<file path="src/sv/overflow_chained_hash_table_macros.svh">
// Assertion helpers for the overflow chained hash table.
// Each macro expects clk and rst to be visible where it is used.
`ifndef OVERFLOW_CHAINED_HASH_TABLE_MACROS_SVH
`define OVERFLOW_CHAINED_HASH_TABLE_MACROS_SVH

// Same-cycle implication.
`define OCHT_ASSERT_NOW(lbl, ante, cons, msg) \
  lbl: assert property (@(posedge clk) disable iff (rst) (ante) |-> (cons)) \
    else $error(msg);

// Next-cycle implication.
`define OCHT_ASSERT_NEXT(lbl, ante, cons, msg) \
  lbl: assert property (@(posedge clk) disable iff (rst) (ante) |=> (cons)) \
    else $error(msg);

`endif

</file>
<file path="src/sv/ocht_pkg.sv">
package ocht_pkg;

  // Default geometry.
  localparam int HOME_BUCKETS_DEF = 16;
  localparam int TABLE_SLOTS_DEF  = 32;
  localparam int KEY_BITS_DEF     = 32;

  // Fixed field widths on the stream ports.
  localparam int KEY_FIELD_W    = 32;
  localparam int STATUS_W       = 3;
  localparam int SLOT_FIELD_W   = 5;

  // Request kinds.
  localparam logic REQ_INSERT = 1'b0;
  localparam logic REQ_REMOVE = 1'b1;

  // Result status codes.
  localparam logic [STATUS_W-1:0] ST_INSERTED  = 3'd0;
  localparam logic [STATUS_W-1:0] ST_DUPLICATE = 3'd1;
  localparam logic [STATUS_W-1:0] ST_FULL      = 3'd2;
  localparam logic [STATUS_W-1:0] ST_REMOVED   = 3'd3;
  localparam logic [STATUS_W-1:0] ST_NOT_FOUND = 3'd4;

endpackage

</file>
<file path="src/sv/overflow_chained_hash_table.sv">
// Hash table with home buckets and a separate overflow area, chained by links.
// Input channel s_axis: one transfer is one request. tuser[0] selects insert
// (0) or remove (1); tdata carries the 32-bit key, of which the low KEY_BITS
// bits are used. Output channel m_axis: exactly one transfer per request,
// tdata = {slot, status}: status in bits 2:0, slot in bits 7:3.
// The block works on one request at a time; s_axis_tready is high only while
// it is idle. An accepted request first finds its home bucket; when
// HOME_BUCKETS is not a power of two, the home index is computed by
// reciprocal multiplication in the steps MP_LO, MP_HI and MP_REM. The
// block then reads the home bucket and follows chain links, one key/link
// memory read per cycle; an insert that reaches the end of the chain scans
// the overflow slots, one per cycle. A remove that pulls a successor forward
// passes through S_SUCC, and an insert that links an overflow slot S_LINK.
// The result waits in an output register; while the receiver stalls, the
// block finishes its next request and then holds it until the register frees.
// Reset (rst, synchronous, active high) empties the table at once by clearing
// the per-slot used bits; key and link memories are not cleared.
`include "overflow_chained_hash_table_macros.svh"

module overflow_chained_hash_table #(
  parameter int HOME_BUCKETS = ocht_pkg::HOME_BUCKETS_DEF,
  parameter int TABLE_SLOTS  = ocht_pkg::TABLE_SLOTS_DEF,
  parameter int KEY_BITS     = ocht_pkg::KEY_BITS_DEF
) (
  input  logic        clk,
  input  logic        rst,
  input  logic        s_axis_tvalid,
  output logic        s_axis_tready,
  input  logic [31:0] s_axis_tdata,   // key[31:0]
  input  logic        s_axis_tuser,   // req_type
  output logic        m_axis_tvalid,
  input  logic        m_axis_tready,
  output logic [7:0]  m_axis_tdata    // status[2:0], slot[7:3]
);
  import ocht_pkg::*;

  localparam int HOME_EFF  = (HOME_BUCKETS < TABLE_SLOTS) ? HOME_BUCKETS : TABLE_SLOTS;
  localparam int KEY_W     = (KEY_BITS < KEY_FIELD_W) ? KEY_BITS : KEY_FIELD_W;
  localparam int SLOT_W    = $clog2(TABLE_SLOTS);
  localparam int LINK_W    = SLOT_W + 1;
  localparam int STEP_W    = $clog2(TABLE_SLOTS + 1);
  localparam bit HOME_POW2 = ((HOME_EFF & (HOME_EFF - 1)) == 0);
  localparam bit NO_OVF    = (HOME_EFF >= TABLE_SLOTS);
  localparam logic [LINK_W-1:0] LINK_NONE = LINK_W'(TABLE_SLOTS);

  // Reciprocal of the home bucket count, exact for every 32-bit key.
  localparam int HALF_W  = KEY_FIELD_W / 2;
  localparam int MOD_SH  = KEY_FIELD_W + $clog2(HOME_EFF);
  localparam int RECIP_W = KEY_FIELD_W + 1;
  localparam int MUL_W   = HALF_W + RECIP_W;
  localparam int ACC_W   = KEY_FIELD_W + RECIP_W;
  localparam logic [63:0] RECIP_FULL =
    ((64'd1 << MOD_SH) + 64'(HOME_EFF - 1)) / 64'(HOME_EFF);
  localparam logic [RECIP_W-1:0] RECIP = RECIP_FULL[RECIP_W-1:0];

  // Sequencer states.
  localparam logic [2:0] S_IDLE = 3'd0;
  localparam logic [2:0] S_MOD  = 3'd1;
  localparam logic [2:0] S_HOME = 3'd2;
  localparam logic [2:0] S_LOOK = 3'd3;
  localparam logic [2:0] S_SUCC = 3'd4;
  localparam logic [2:0] S_SCAN = 3'd5;
  localparam logic [2:0] S_LINK = 3'd6;
  localparam logic [2:0] S_DONE = 3'd7;

  // Steps of the home index computation.
  localparam logic [1:0] MP_LO  = 2'd0;
  localparam logic [1:0] MP_HI  = 2'd1;
  localparam logic [1:0] MP_REM = 2'd2;

  // Control registers.
  logic [2:0]             state, state_next;
  logic                   op, op_next;
  logic [KEY_W-1:0]       k, k_next;
  logic [ACC_W-1:0]       acc, acc_next;
  logic [1:0]             mod_phase, mod_phase_next;
  logic [SLOT_W-1:0]      cur, cur_next;
  logic [SLOT_W-1:0]      prev, prev_next;
  logic                   have_prev, have_prev_next;
  logic [SLOT_W-1:0]      alt, alt_next;
  logic [STEP_W-1:0]      steps, steps_next;
  logic [SLOT_W-1:0]      scan_idx, scan_idx_next;
  logic [STATUS_W-1:0]    res_status, res_status_next;
  logic [SLOT_W-1:0]      res_slot, res_slot_next;
  logic [TABLE_SLOTS-1:0] used, used_next;
  logic                   out_valid, out_valid_next;
  logic [STATUS_W-1:0]    out_status, out_status_next;
  logic [SLOT_FIELD_W-1:0] out_slot, out_slot_next;

  // Key and link memories with registered reads.
  logic [KEY_W-1:0]  key_mem  [TABLE_SLOTS];
  logic [LINK_W-1:0] link_mem [TABLE_SLOTS];
  logic [KEY_W-1:0]  key_rd;
  logic [LINK_W-1:0] link_rd;
  logic [SLOT_W-1:0] rd_addr;
  logic              kw_en, lw_en;
  logic [SLOT_W-1:0] kw_addr, lw_addr;
  logic [KEY_W-1:0]  kw_data;
  logic [LINK_W-1:0] lw_data;

  // Shared datapath helpers.
  logic [KEY_FIELD_W-1:0] k_ext, quot, quot_mul, mod_rem;
  logic [HALF_W-1:0]      mul_a;
  logic [MUL_W-1:0]       mul_prod;
  logic [ACC_W-1:0]       acc_quot;
  logic [SLOT_W-1:0]      link_idx;
  logic                   has_succ, key_match;
  logic [STEP_W-1:0]      steps_inc;

  // Shared multiplier: one key half times the reciprocal per cycle, then the
  // quotient is scaled back and taken off the key to leave the remainder.
  assign k_ext    = KEY_FIELD_W'(k);
  assign mul_a    = (mod_phase == MP_LO) ? k_ext[HALF_W-1:0] : k_ext[KEY_FIELD_W-1:HALF_W];
  assign mul_prod = MUL_W'(mul_a) * MUL_W'(RECIP);
  assign acc_quot = acc >> MOD_SH;
  assign quot     = acc_quot[KEY_FIELD_W-1:0];
  assign quot_mul = quot * KEY_FIELD_W'(HOME_EFF);
  assign mod_rem  = k_ext - quot_mul;

  // Chain inspection of the entry just read.
  assign link_idx  = link_rd[SLOT_W-1:0];
  assign has_succ  = (link_rd < LINK_W'(TABLE_SLOTS)) && used[link_idx];
  assign key_match = (key_rd == k);
  assign steps_inc = steps + STEP_W'(1);

  assign s_axis_tready = (state == S_IDLE);
  assign m_axis_tvalid = out_valid;
  assign m_axis_tdata  = {out_slot, out_status};

  // Sequencer.
  always_comb begin
    state_next      = state;
    op_next         = op;
    k_next          = k;
    acc_next        = acc;
    mod_phase_next  = mod_phase;
    cur_next        = cur;
    prev_next       = prev;
    have_prev_next  = have_prev;
    alt_next        = alt;
    steps_next      = steps;
    scan_idx_next   = scan_idx;
    res_status_next = res_status;
    res_slot_next   = res_slot;
    used_next       = used;
    out_valid_next  = out_valid && !m_axis_tready;
    out_status_next = out_status;
    out_slot_next   = out_slot;
    rd_addr         = cur;
    kw_en           = 1'b0;
    kw_addr         = cur;
    kw_data         = k;
    lw_en           = 1'b0;
    lw_addr         = cur;
    lw_data         = LINK_NONE;

    unique case (state)
      S_IDLE: begin
        if (s_axis_tvalid) begin
          op_next        = s_axis_tuser;
          k_next         = s_axis_tdata[KEY_W-1:0];
          have_prev_next = 1'b0;
          steps_next     = '0;
          mod_phase_next = MP_LO;
          if (HOME_POW2) begin
            cur_next   = SLOT_W'(s_axis_tdata[KEY_W-1:0] & KEY_W'(HOME_EFF - 1));
            state_next = S_HOME;
          end else begin
            state_next = S_MOD;
          end
        end
      end

      S_MOD: begin
        if (mod_phase == MP_LO) begin
          acc_next       = ACC_W'(mul_prod);
          mod_phase_next = MP_HI;
        end else if (mod_phase == MP_HI) begin
          acc_next       = acc + {mul_prod, {HALF_W{1'b0}}};
          mod_phase_next = MP_REM;
        end else begin
          cur_next   = SLOT_W'(mod_rem);
          state_next = S_HOME;
        end
      end

      S_HOME: begin
        if (used[cur]) begin
          state_next = S_LOOK;
        end else if (op == REQ_INSERT) begin
          kw_en           = 1'b1;
          lw_en           = 1'b1;
          used_next[cur]  = 1'b1;
          res_status_next = ST_INSERTED;
          res_slot_next   = cur;
          state_next      = S_DONE;
        end else begin
          res_status_next = ST_NOT_FOUND;
          res_slot_next   = '0;
          state_next      = S_DONE;
        end
      end

      S_LOOK: begin
        if (key_match) begin
          if (op == REQ_INSERT) begin
            res_status_next = ST_DUPLICATE;
            res_slot_next   = '0;
            state_next      = S_DONE;
          end else if (has_succ) begin
            // Fetch the successor so it can be pulled forward.
            alt_next   = link_idx;
            rd_addr    = link_idx;
            state_next = S_SUCC;
          end else begin
            // Tail entry: free it and cut the predecessor link.
            used_next[cur]  = 1'b0;
            lw_en           = have_prev;
            lw_addr         = prev;
            res_status_next = ST_REMOVED;
            res_slot_next   = cur;
            state_next      = S_DONE;
          end
        end else if (!has_succ || steps_inc == STEP_W'(TABLE_SLOTS)) begin
          // End of chain or walk bound reached.
          if (has_succ) begin
            cur_next = link_idx;
          end
          if (op == REQ_INSERT) begin
            if (NO_OVF) begin
              res_status_next = ST_FULL;
              res_slot_next   = '0;
              state_next      = S_DONE;
            end else begin
              scan_idx_next = SLOT_W'(HOME_EFF);
              state_next    = S_SCAN;
            end
          end else begin
            res_status_next = ST_NOT_FOUND;
            res_slot_next   = '0;
            state_next      = S_DONE;
          end
        end else begin
          // Follow the link; the read is issued now.
          prev_next      = cur;
          have_prev_next = 1'b1;
          cur_next       = link_idx;
          steps_next     = steps_inc;
          rd_addr        = link_idx;
        end
      end

      S_SUCC: begin
        kw_en           = 1'b1;
        kw_data         = key_rd;
        lw_en           = 1'b1;
        lw_data         = link_rd;
        used_next[alt]  = 1'b0;
        res_status_next = ST_REMOVED;
        res_slot_next   = alt;
        state_next      = S_DONE;
      end

      S_SCAN: begin
        if (!used[scan_idx]) begin
          kw_en               = 1'b1;
          kw_addr             = scan_idx;
          lw_en               = 1'b1;
          lw_addr             = scan_idx;
          used_next[scan_idx] = 1'b1;
          alt_next            = scan_idx;
          state_next          = S_LINK;
        end else if (scan_idx == SLOT_W'(TABLE_SLOTS - 1)) begin
          res_status_next = ST_FULL;
          res_slot_next   = '0;
          state_next      = S_DONE;
        end else begin
          scan_idx_next = scan_idx + SLOT_W'(1);
        end
      end

      S_LINK: begin
        lw_en           = 1'b1;
        lw_data         = {1'b0, alt};
        res_status_next = ST_INSERTED;
        res_slot_next   = alt;
        state_next      = S_DONE;
      end

      S_DONE: begin
        if (!out_valid || m_axis_tready) begin
          out_valid_next  = 1'b1;
          out_status_next = res_status;
          out_slot_next   = SLOT_FIELD_W'(res_slot);
          state_next      = S_IDLE;
        end
      end

      default: begin
        state_next = S_IDLE;
      end
    endcase
  end

  // Control and payload registers.
  always_ff @(posedge clk) begin
    if (rst) begin
      state     <= S_IDLE;
      used      <= '0;
      out_valid <= 1'b0;
    end else begin
      state     <= state_next;
      used      <= used_next;
      out_valid <= out_valid_next;
    end
    op         <= op_next;
    k          <= k_next;
    acc        <= acc_next;
    mod_phase  <= mod_phase_next;
    cur        <= cur_next;
    prev       <= prev_next;
    have_prev  <= have_prev_next;
    alt        <= alt_next;
    steps      <= steps_next;
    scan_idx   <= scan_idx_next;
    res_status <= res_status_next;
    res_slot   <= res_slot_next;
    out_status <= out_status_next;
    out_slot   <= out_slot_next;
  end

  // Memory write and read ports.
  always_ff @(posedge clk) begin
    if (kw_en) begin
      key_mem[kw_addr] <= kw_data;
    end
    if (lw_en) begin
      link_mem[lw_addr] <= lw_data;
    end
    key_rd  <= key_mem[rd_addr];
    link_rd <= link_mem[rd_addr];
  end

  // Checks on the sequencer and the result register.
  `OCHT_ASSERT_NEXT(a_accept_busy, s_axis_tvalid && s_axis_tready, state != S_IDLE, "accepted request did not start")
  `OCHT_ASSERT_NEXT(a_done_loads, state == S_DONE && (!m_axis_tvalid || m_axis_tready), m_axis_tvalid && state == S_IDLE, "finished result not loaded")
  `OCHT_ASSERT_NOW(a_quiet_slot, m_axis_tvalid && (out_status == ST_DUPLICATE || out_status == ST_FULL || out_status == ST_NOT_FOUND), out_slot == '0, "slot nonzero on unchanged table")
  `OCHT_ASSERT_NOW(a_scan_range, state == S_SCAN, scan_idx >= SLOT_W'(HOME_EFF), "overflow scan below overflow area")

endmodule
</file>
<file path="config.mk">
export PLATFORM = sky130hd
export DESIGN_NAME = overflow_chained_hash_table
export DESIGN_NICKNAME = d
export VERILOG_FILES = /design/src/sv/ocht_pkg.sv /design/src/sv/overflow_chained_hash_table.sv
export VERILOG_INCLUDE_DIRS = /design/src /design/src/sv
export SDC_FILE = /design/constraint.sdc
export NUM_CORES = 2
export LEC_CHECK = 0
export ABC_AREA = 1
export BUFFER_PORTS_ARGS = -buffer_cell sky130_fd_sc_hd__buf_4
export CAP_MARGIN = 10
export CORE_UTILIZATION = 55
export CTS_BUF_LIST = sky130_fd_sc_hd__clkbuf_2 sky130_fd_sc_hd__clkbuf_4 sky130_fd_sc_hd__clkbuf_8
export CTS_CLUSTER_SIZE = 40
export DETAILED_ROUTE_END_ITERATION = 8
export GPL_ROUTABILITY_DRIVEN = 1
export PLACE_DENSITY = 0.79
export SLEW_MARGIN = 30
export SYNTH_ARGS = -nofsm -noshare
export SYNTH_HDL_FRONTEND = slang
export SYNTH_SLANG_ARGS = --single-unit
</file>
<file path="constraint.sdc">
create_clock -name clk -period 10.3 [get_ports clk]
set_input_delay 1.03 -clock clk [delete_from_list [all_inputs] [get_ports clk]]
set_output_delay 1.03 -clock clk [all_outputs]
set_load 0.02 [all_outputs]
</file>
# After elaboration in Yosys (flattened, before gate mapping)
# Memory sizes are Yosys's and may differ from the RTL's. A register that Yosys moved wholly into a read port is not among the register bits.
# Index checks and enable logic that the tools add are counted.
# totals
reg_bits	179
mem_bits_rw	1216
in_bits	37
out_inout_bits	10
word_cells	219
memories	2
# op_classes
add_sub_neg	4
n_lt_le_gt_ge	8
n_eq_ne	34
n_mux	111
n_bitwise	8
reduce_logical	34
# memory_table
memory	words	word_bits	read_ports	rd_ports_with_merged_regs	write_ports	line	source
key_mem	32	32	1	1	1	overflow_chained_hash_table.sv:91	logic [KEY_W-1:0] key_mem [TABLE_SLOTS];
link_mem	32	6	1	1	1	overflow_chained_hash_table.sv:92	logic [LINK_W-1:0] link_mem [TABLE_SLOTS];
# ops
op	n
2-to-1 mux 32 bit	7
2-to-1 mux 5 bit	33
one-hot mux 32 bit (4 select lines)	1
adder 65 x 64 -> 65 bit	1
2-to-1 mux 65 bit	1
AND 32 bit	2
NOT 32 bit	2
OR 32 bit	2
2-to-1 mux 3 bit	18
2-to-1 mux 48 bit	1
!= test 2 bit, second input constant	18
equality test 32 bit	1
one-hot mux 5 bit (2 select lines)	3
< comparator 5 x 6 -> 1 bit, second input constant	4
one-hot mux 6 bit (2 select lines)	2
2-to-1 mux 1 bit	21
one-hot mux 3 bit (7 select lines)	1
AND reduction 7 bit	3
one-hot mux 5 bit (4 select lines)	1
2-to-1 mux 6 bit	3
2-to-1 mux 16 bit	1
binary-select mux 1 bit (select 5 bit)	3
demux 1 bit (select 5 bit)	3
greater-or-equal comparator 5 x 1 -> 1 bit, second input constant	3
other kinds (35)	64

# Longest topological paths before layout
# depth
ltp_word	10
ltp_mapped	25
depth_no_buf	22

# Worst setup path before layout
# OpenSTA, ideal clock, no wires.
# synth_path
kind	reg-to-reg
from	register cur[4]
to	memory key_mem[20][0] (netlist bit), enable pin
setup_ps	421
arrival_ps	3618
required_ps	9879
setup_slack_ps	6261
stages_incl_launch_ff	15
path_buffers	2
period_less_slack_ps	4039
path_cell_list	edfxtp_1 -> clkbuf_1 -> inv_1 -> clkbuf_1 -> nor3_1 -> o21ai_0 -> nand2_1 -> nor2_1 -> nand4_1 -> or2_2 -> o21ai_0 -> nor2_1 -> a21oi_1 -> nand3_1 -> nor2_1
# synth_between
elab_chain_cells	6
word_cells_on_any_way	8
classes_between	mux (8)
# synth_rtl
item	line	source
from (decl)	overflow_chained_hash_table.sv:77	logic [SLOT_W-1:0] cur, cur_next;
from (signal assigned)	overflow_chained_hash_table.sv:320	cur <= cur_next;
binary-select mux 1 bit (select 5 bit)	overflow_chained_hash_table.sv:188	if (used[cur]) begin
2-to-1 mux 1 bit (not written as such)	overflow_chained_hash_table.sv:188	
2-to-1 mux 1 bit	overflow_chained_hash_table.sv:188	
one-hot mux 1 bit (3 select lines)	overflow_chained_hash_table.sv:157	unique case (state)
2-to-1 mux 1 bit	overflow_chained_hash_table.sv:334	if (kw_en) begin
2-to-1 mux 1 bit (not written as such)	overflow_chained_hash_table.sv:335	key_mem[kw_addr] <= kw_data;
to (decl)	overflow_chained_hash_table.sv:91	
# Several ways; a longest one is shown, not always the timed one. The select of a mux whose other input is x is not followed.

# Final worst setup path
# layout_path
from	register k[3]
to	register key_rd[11], read port of key_mem
# layout_between
elab_chain_cells	3
# layout_rtl
item	line	source
from (decl)	overflow_chained_hash_table.sv:74	logic [KEY_W-1:0] k, k_next;
from (signal assigned)	overflow_chained_hash_table.sv:317	k <= k_next;
equality test 32 bit	overflow_chained_hash_table.sv:123	assign key_match = (key_rd == k);
2-to-1 mux 5 bit	overflow_chained_hash_table.sv:205	if (key_match) begin
2-to-1 mux 5 bit	overflow_chained_hash_table.sv:157	
to (decl)	overflow_chained_hash_table.sv:93	logic [KEY_W-1:0] key_rd;
# Every way passes these cells.
# A chain may end at the register's enable or synchronous reset.

==> results.json <==
{
  "skew_ps": 56.96,
  "ys_warn_count": 0,
  "fp.dieW_um": 342.6,
  "drc": 7,
  "grt_max_degree": 227,
  "place.gp.congestion": 0.9621,
  "cp_top_family": "simple AND/OR/NAND/NOR gates",
  "ys_types": 47,
  "worstMarginPinSlew_ps": 1178,
  "fin_crit_ps": 6843,
  "clkPwrFrac": 0.235,
  "final_area_um2": 69590,
  "setup_viol": 0,
  "slowest_delay_ps": 860,
  "clockBufferDepth": 3,
  "crit_required_ps": 11090,
  "cp_data_arrival_time_ps": 7630,
  "async_flop_share": 0,
  "cts_setup_buffers": 0,
  "critical_path.max_fanout": 127,
  "crit_buf_inv": 4,
  "drive_gt1_frac": 0.08698,
  "power.internal_mw": 11.37,
  "num-nets-final": 6457,
  "critPathMostFrequentCell": "nand2_1",
  "seq_power_share": 0.362,
  "die-area_um2": 117400,
  "post-route-period-util": 0.6644,
  "slew_violations": 0,
  "synth_top_area_frac": 0.6095,
  "numPortBuffers": 46,
  "num_vias": 49360,
  "grt.overflow.total": 0,
  "switching_share": 0.4157,
  "p_comb_frac": 0.403,
  "dpl_cell_area_um2": 65250,
  "grt_pass1_wl_um": 277800,
  "via_per_inst": 6.102,
  "yosys.area.top_type": "edfxtp_1",
  "rsz0062_at_grt": "false",
  "endpoint_kind": "flop",
  "critical_path_class": "flop to flop",
  "static-leakage-power_nw": 28.90,
  "p_per_area_nw_per_um2": 279.6,
  "critPathSlowestCell": "nand3_4",
  "syn-instance-count": 6498,
  "final_util": 0.6070,
  "cts.sinks": 1369,
  "netlist_area_um2": 63800,
  "cts_resized": 0,
  "drv_cap": 0,
  "avgSynthCellArea_um2": 9.818,
  "synth_nets": 6544,
  "ys.flop_type": "edfxtp_1",
  "cp-start-kind": "flop",
  "grt_pass1_vias": 47910,
  "wl_um": 184300,
  "drt_iter0_markers": 7722,
  "core_um2": 114700,
  "wl_per_cell_um": 22.78,
  "nFillCells": 8950,
  "irDropWorstVdd_v": 0.0002759,
  "start_util": 0.5564,
  "clock_latency_ps": 920,
  "hold_class": "input port to flop",
  "status": "finished with violations",
  "p_sw_mw": 8.088,
  "synth-edff-count": 1295,
  "cts_tree": "yes",
  "dr.pass1.iters": 9,
  "relSlewSlack": 0.2150,
  "cts_buffers": 208,
  "path_clk_slew_ps": 60,
  "fmax_mhz": 146.1,
  "area_delta_synth_final_pct": 9.082,
  "synth.area.top_cells": "edfxtp_1 (61%), nand3_1 (8.7%), inv_1 (7.8%), nand2_1 (6.5%), nand4_1 (5.7%)",
  "synth-seq-cells": 1369,
  "violations": "DRC",
  "hold_buffers": 0,
  "ioPinCount": 47,
  "rows": 124,
  "dpl.hpwl_um": 96210,
  "antenna_left": 0,
  "cp_cell_sequence": "inv_1 -> or2_2 -> nand4_1 -> nor2_1 -> nand4_1 -> nor2_1 -> nand2_1 -> nor2_1 -> nand2_8 -> nand3_4 -> buf_12 -> buf_16 -> buf_4 -> nand2_1 -> nand3_1 -> nand3_1 -> nand3_1 -> nand2_1 -> nand2_1 -> nand2_1",
  "final.setup.tns_ps": 0,
  "hold_viol": 0,
  "antenna_found_initial": 2,
  "grt_usage": 0.3109,
  "cts.htree.levels": 4,
  "synth_sequential_area_ratio": 0.6328,
  "cts_root_buf": "clkbuf_8",
  "die_y_um": 342.6
}
==> cell families after synthesis <==
family	share of synthesized area
buf+inv	0.1092
simple gates	0.2242
flops	0.6328
fa+ha+maj	0.001765
compound gates	0.02869
xor+xnor	0.003432
==> worst paths after layout <==
path / startpoint / end / slack (ps) / cells after the start
max: k[3]$_DFFE_PP_ / key_rd[11]$_DFF_P_ / 3460 / 20
max reg2reg: k[3]$_DFFE_PP_ / key_rd[11]$_DFF_P_ / 3460 / 20
min: s_axis_tdata[23] / k[23]$_DFFE_PP_ / 300 / 1
min reg2reg: res_slot[0]$_DFFE_PP_ / out_slot[0]$_DFFE_PP_ / 420 / 0
==> layout by cell type, fill, tap and decap left out, types with 5 or more instances in the layout <==
master,synthesis,final
a21oi_1,55,55
a22oi_1,6,6
a31oi_1,24,23
buf_12,0,10
buf_4,10,116
buf_6,5,5
bufinv_16,0,7
clkbuf_4,0,81
clkbuf_8,0,217
clkinv_1,2,42
clkinv_2,0,16
dfxtp_1,74,74
edfxtp_1,1295,1295
ha_1,9,9
inv_1,1318,1315
inv_2,9,11
inv_6,0,7
nand2_1,1105,1092
nand2_2,2,13
nand3_1,1113,1112
nand4_1,580,580
nor2_1,153,116
nor2_4,2,37
nor3_1,31,31
o211ai_1,13,13
o21ai_0,158,143
o21ai_1,3,14
o221ai_1,11,11
o22ai_1,35,30
or2_2,14,14
xnor2_1,18,18
xor2_1,7,7
==> final cells by class <==
cell class              count  area (um2)  share of cell area
clock inverters            77       585.6            0.008414
inverters                1330        5000             0.07184
flip-flops and latches   1369       40370              0.5801
repair buffers            135        1225             0.01760
clock buffers             298        3595             0.05165
diodes                      1       2.502          0.00003596
multi-input cells        3367       16930              0.2432
well taps                1512        1892             0.02718
==> through the flow <==
step                power [mW]  cells  setup slack, ps  hold slack [ps]
finish                   19.46   8089             3457            304.0
global route             20.33   8089             3265            271.1
CTS                      19.20   8083             3856            246.4
detailed placement       14.69   7708             3844            404.5
global placement         14.49   7708             4123            407.0
floorplan                12.45   6498             6261            400.3
==> registers in the layout, summed over array words and instances, names as in the netlist, 2 cells and up <==
| name | count |
|---|---|
| link_rd | 6 |
| alt | 5 |
| key_rd | 32 |
| steps | 6 |
| prev | 5 |
| scan_idx | 5 |
| res_status | 3 |
| res_slot | 5 |
| state | 3 |
| link_mem | 192 |
| used | 32 |
| cur | 5 |
| mod_phase | 2 |
| k | 32 |
| out_slot | 5 |
| out_status | 3 |
| key_mem | 1024 |
==> cells in the mapped netlist, types with 55 or more instances <==
master	count
nand2_1	1105
buf_2	219
nand3_1	1113
inv_1	1318
nand4_1	580
clkbuf_1	143
dfxtp_1	74
nor2_1	153
a21oi_1	55
o21ai_0	158
buf_1	55
edfxtp_1	1295
==> worst register-to-register path, cell delays in order, from the launching register on <==
cell and delay, ps:
edfxtp_1 360, inv_1 150, or2_2 140, nand4_1 90, nor2_1 380, nand4_1 260, nor2_1 560, nand2_1 340
nor2_1 370, nand2_8 550, nand3_4 910, buf_12 550, buf_16 490, buf_4 870, nand2_1 160, nand3_1 140
nand3_1 110, nand3_1 150, nand2_1 70, nand2_1 60, nand2_1 60
==> power groups by stage <==
stage                     logic (mW)  registers (mW)  clock network (mW)
after global placement          7.33            7.15                   0
after floorplan                 5.40            7.05                   0
final                           7.84            7.05                4.57
after global routing            8.43            7.07                4.83
after detailed placement        7.53            7.16                   0
after CTS                       7.56            7.05                4.59
==> layer usage <==
layer	global-route usage	vias to the layer above	share of wire
met5	0	-	0.00011
met4	0.1643	4	0.049
met3	0.08062	666	0.14
met2	0.4822	3629	0.45
met1	0.4027	23200	0.36
li1	-	21870	-
Power figures use the tool's default switching activity.
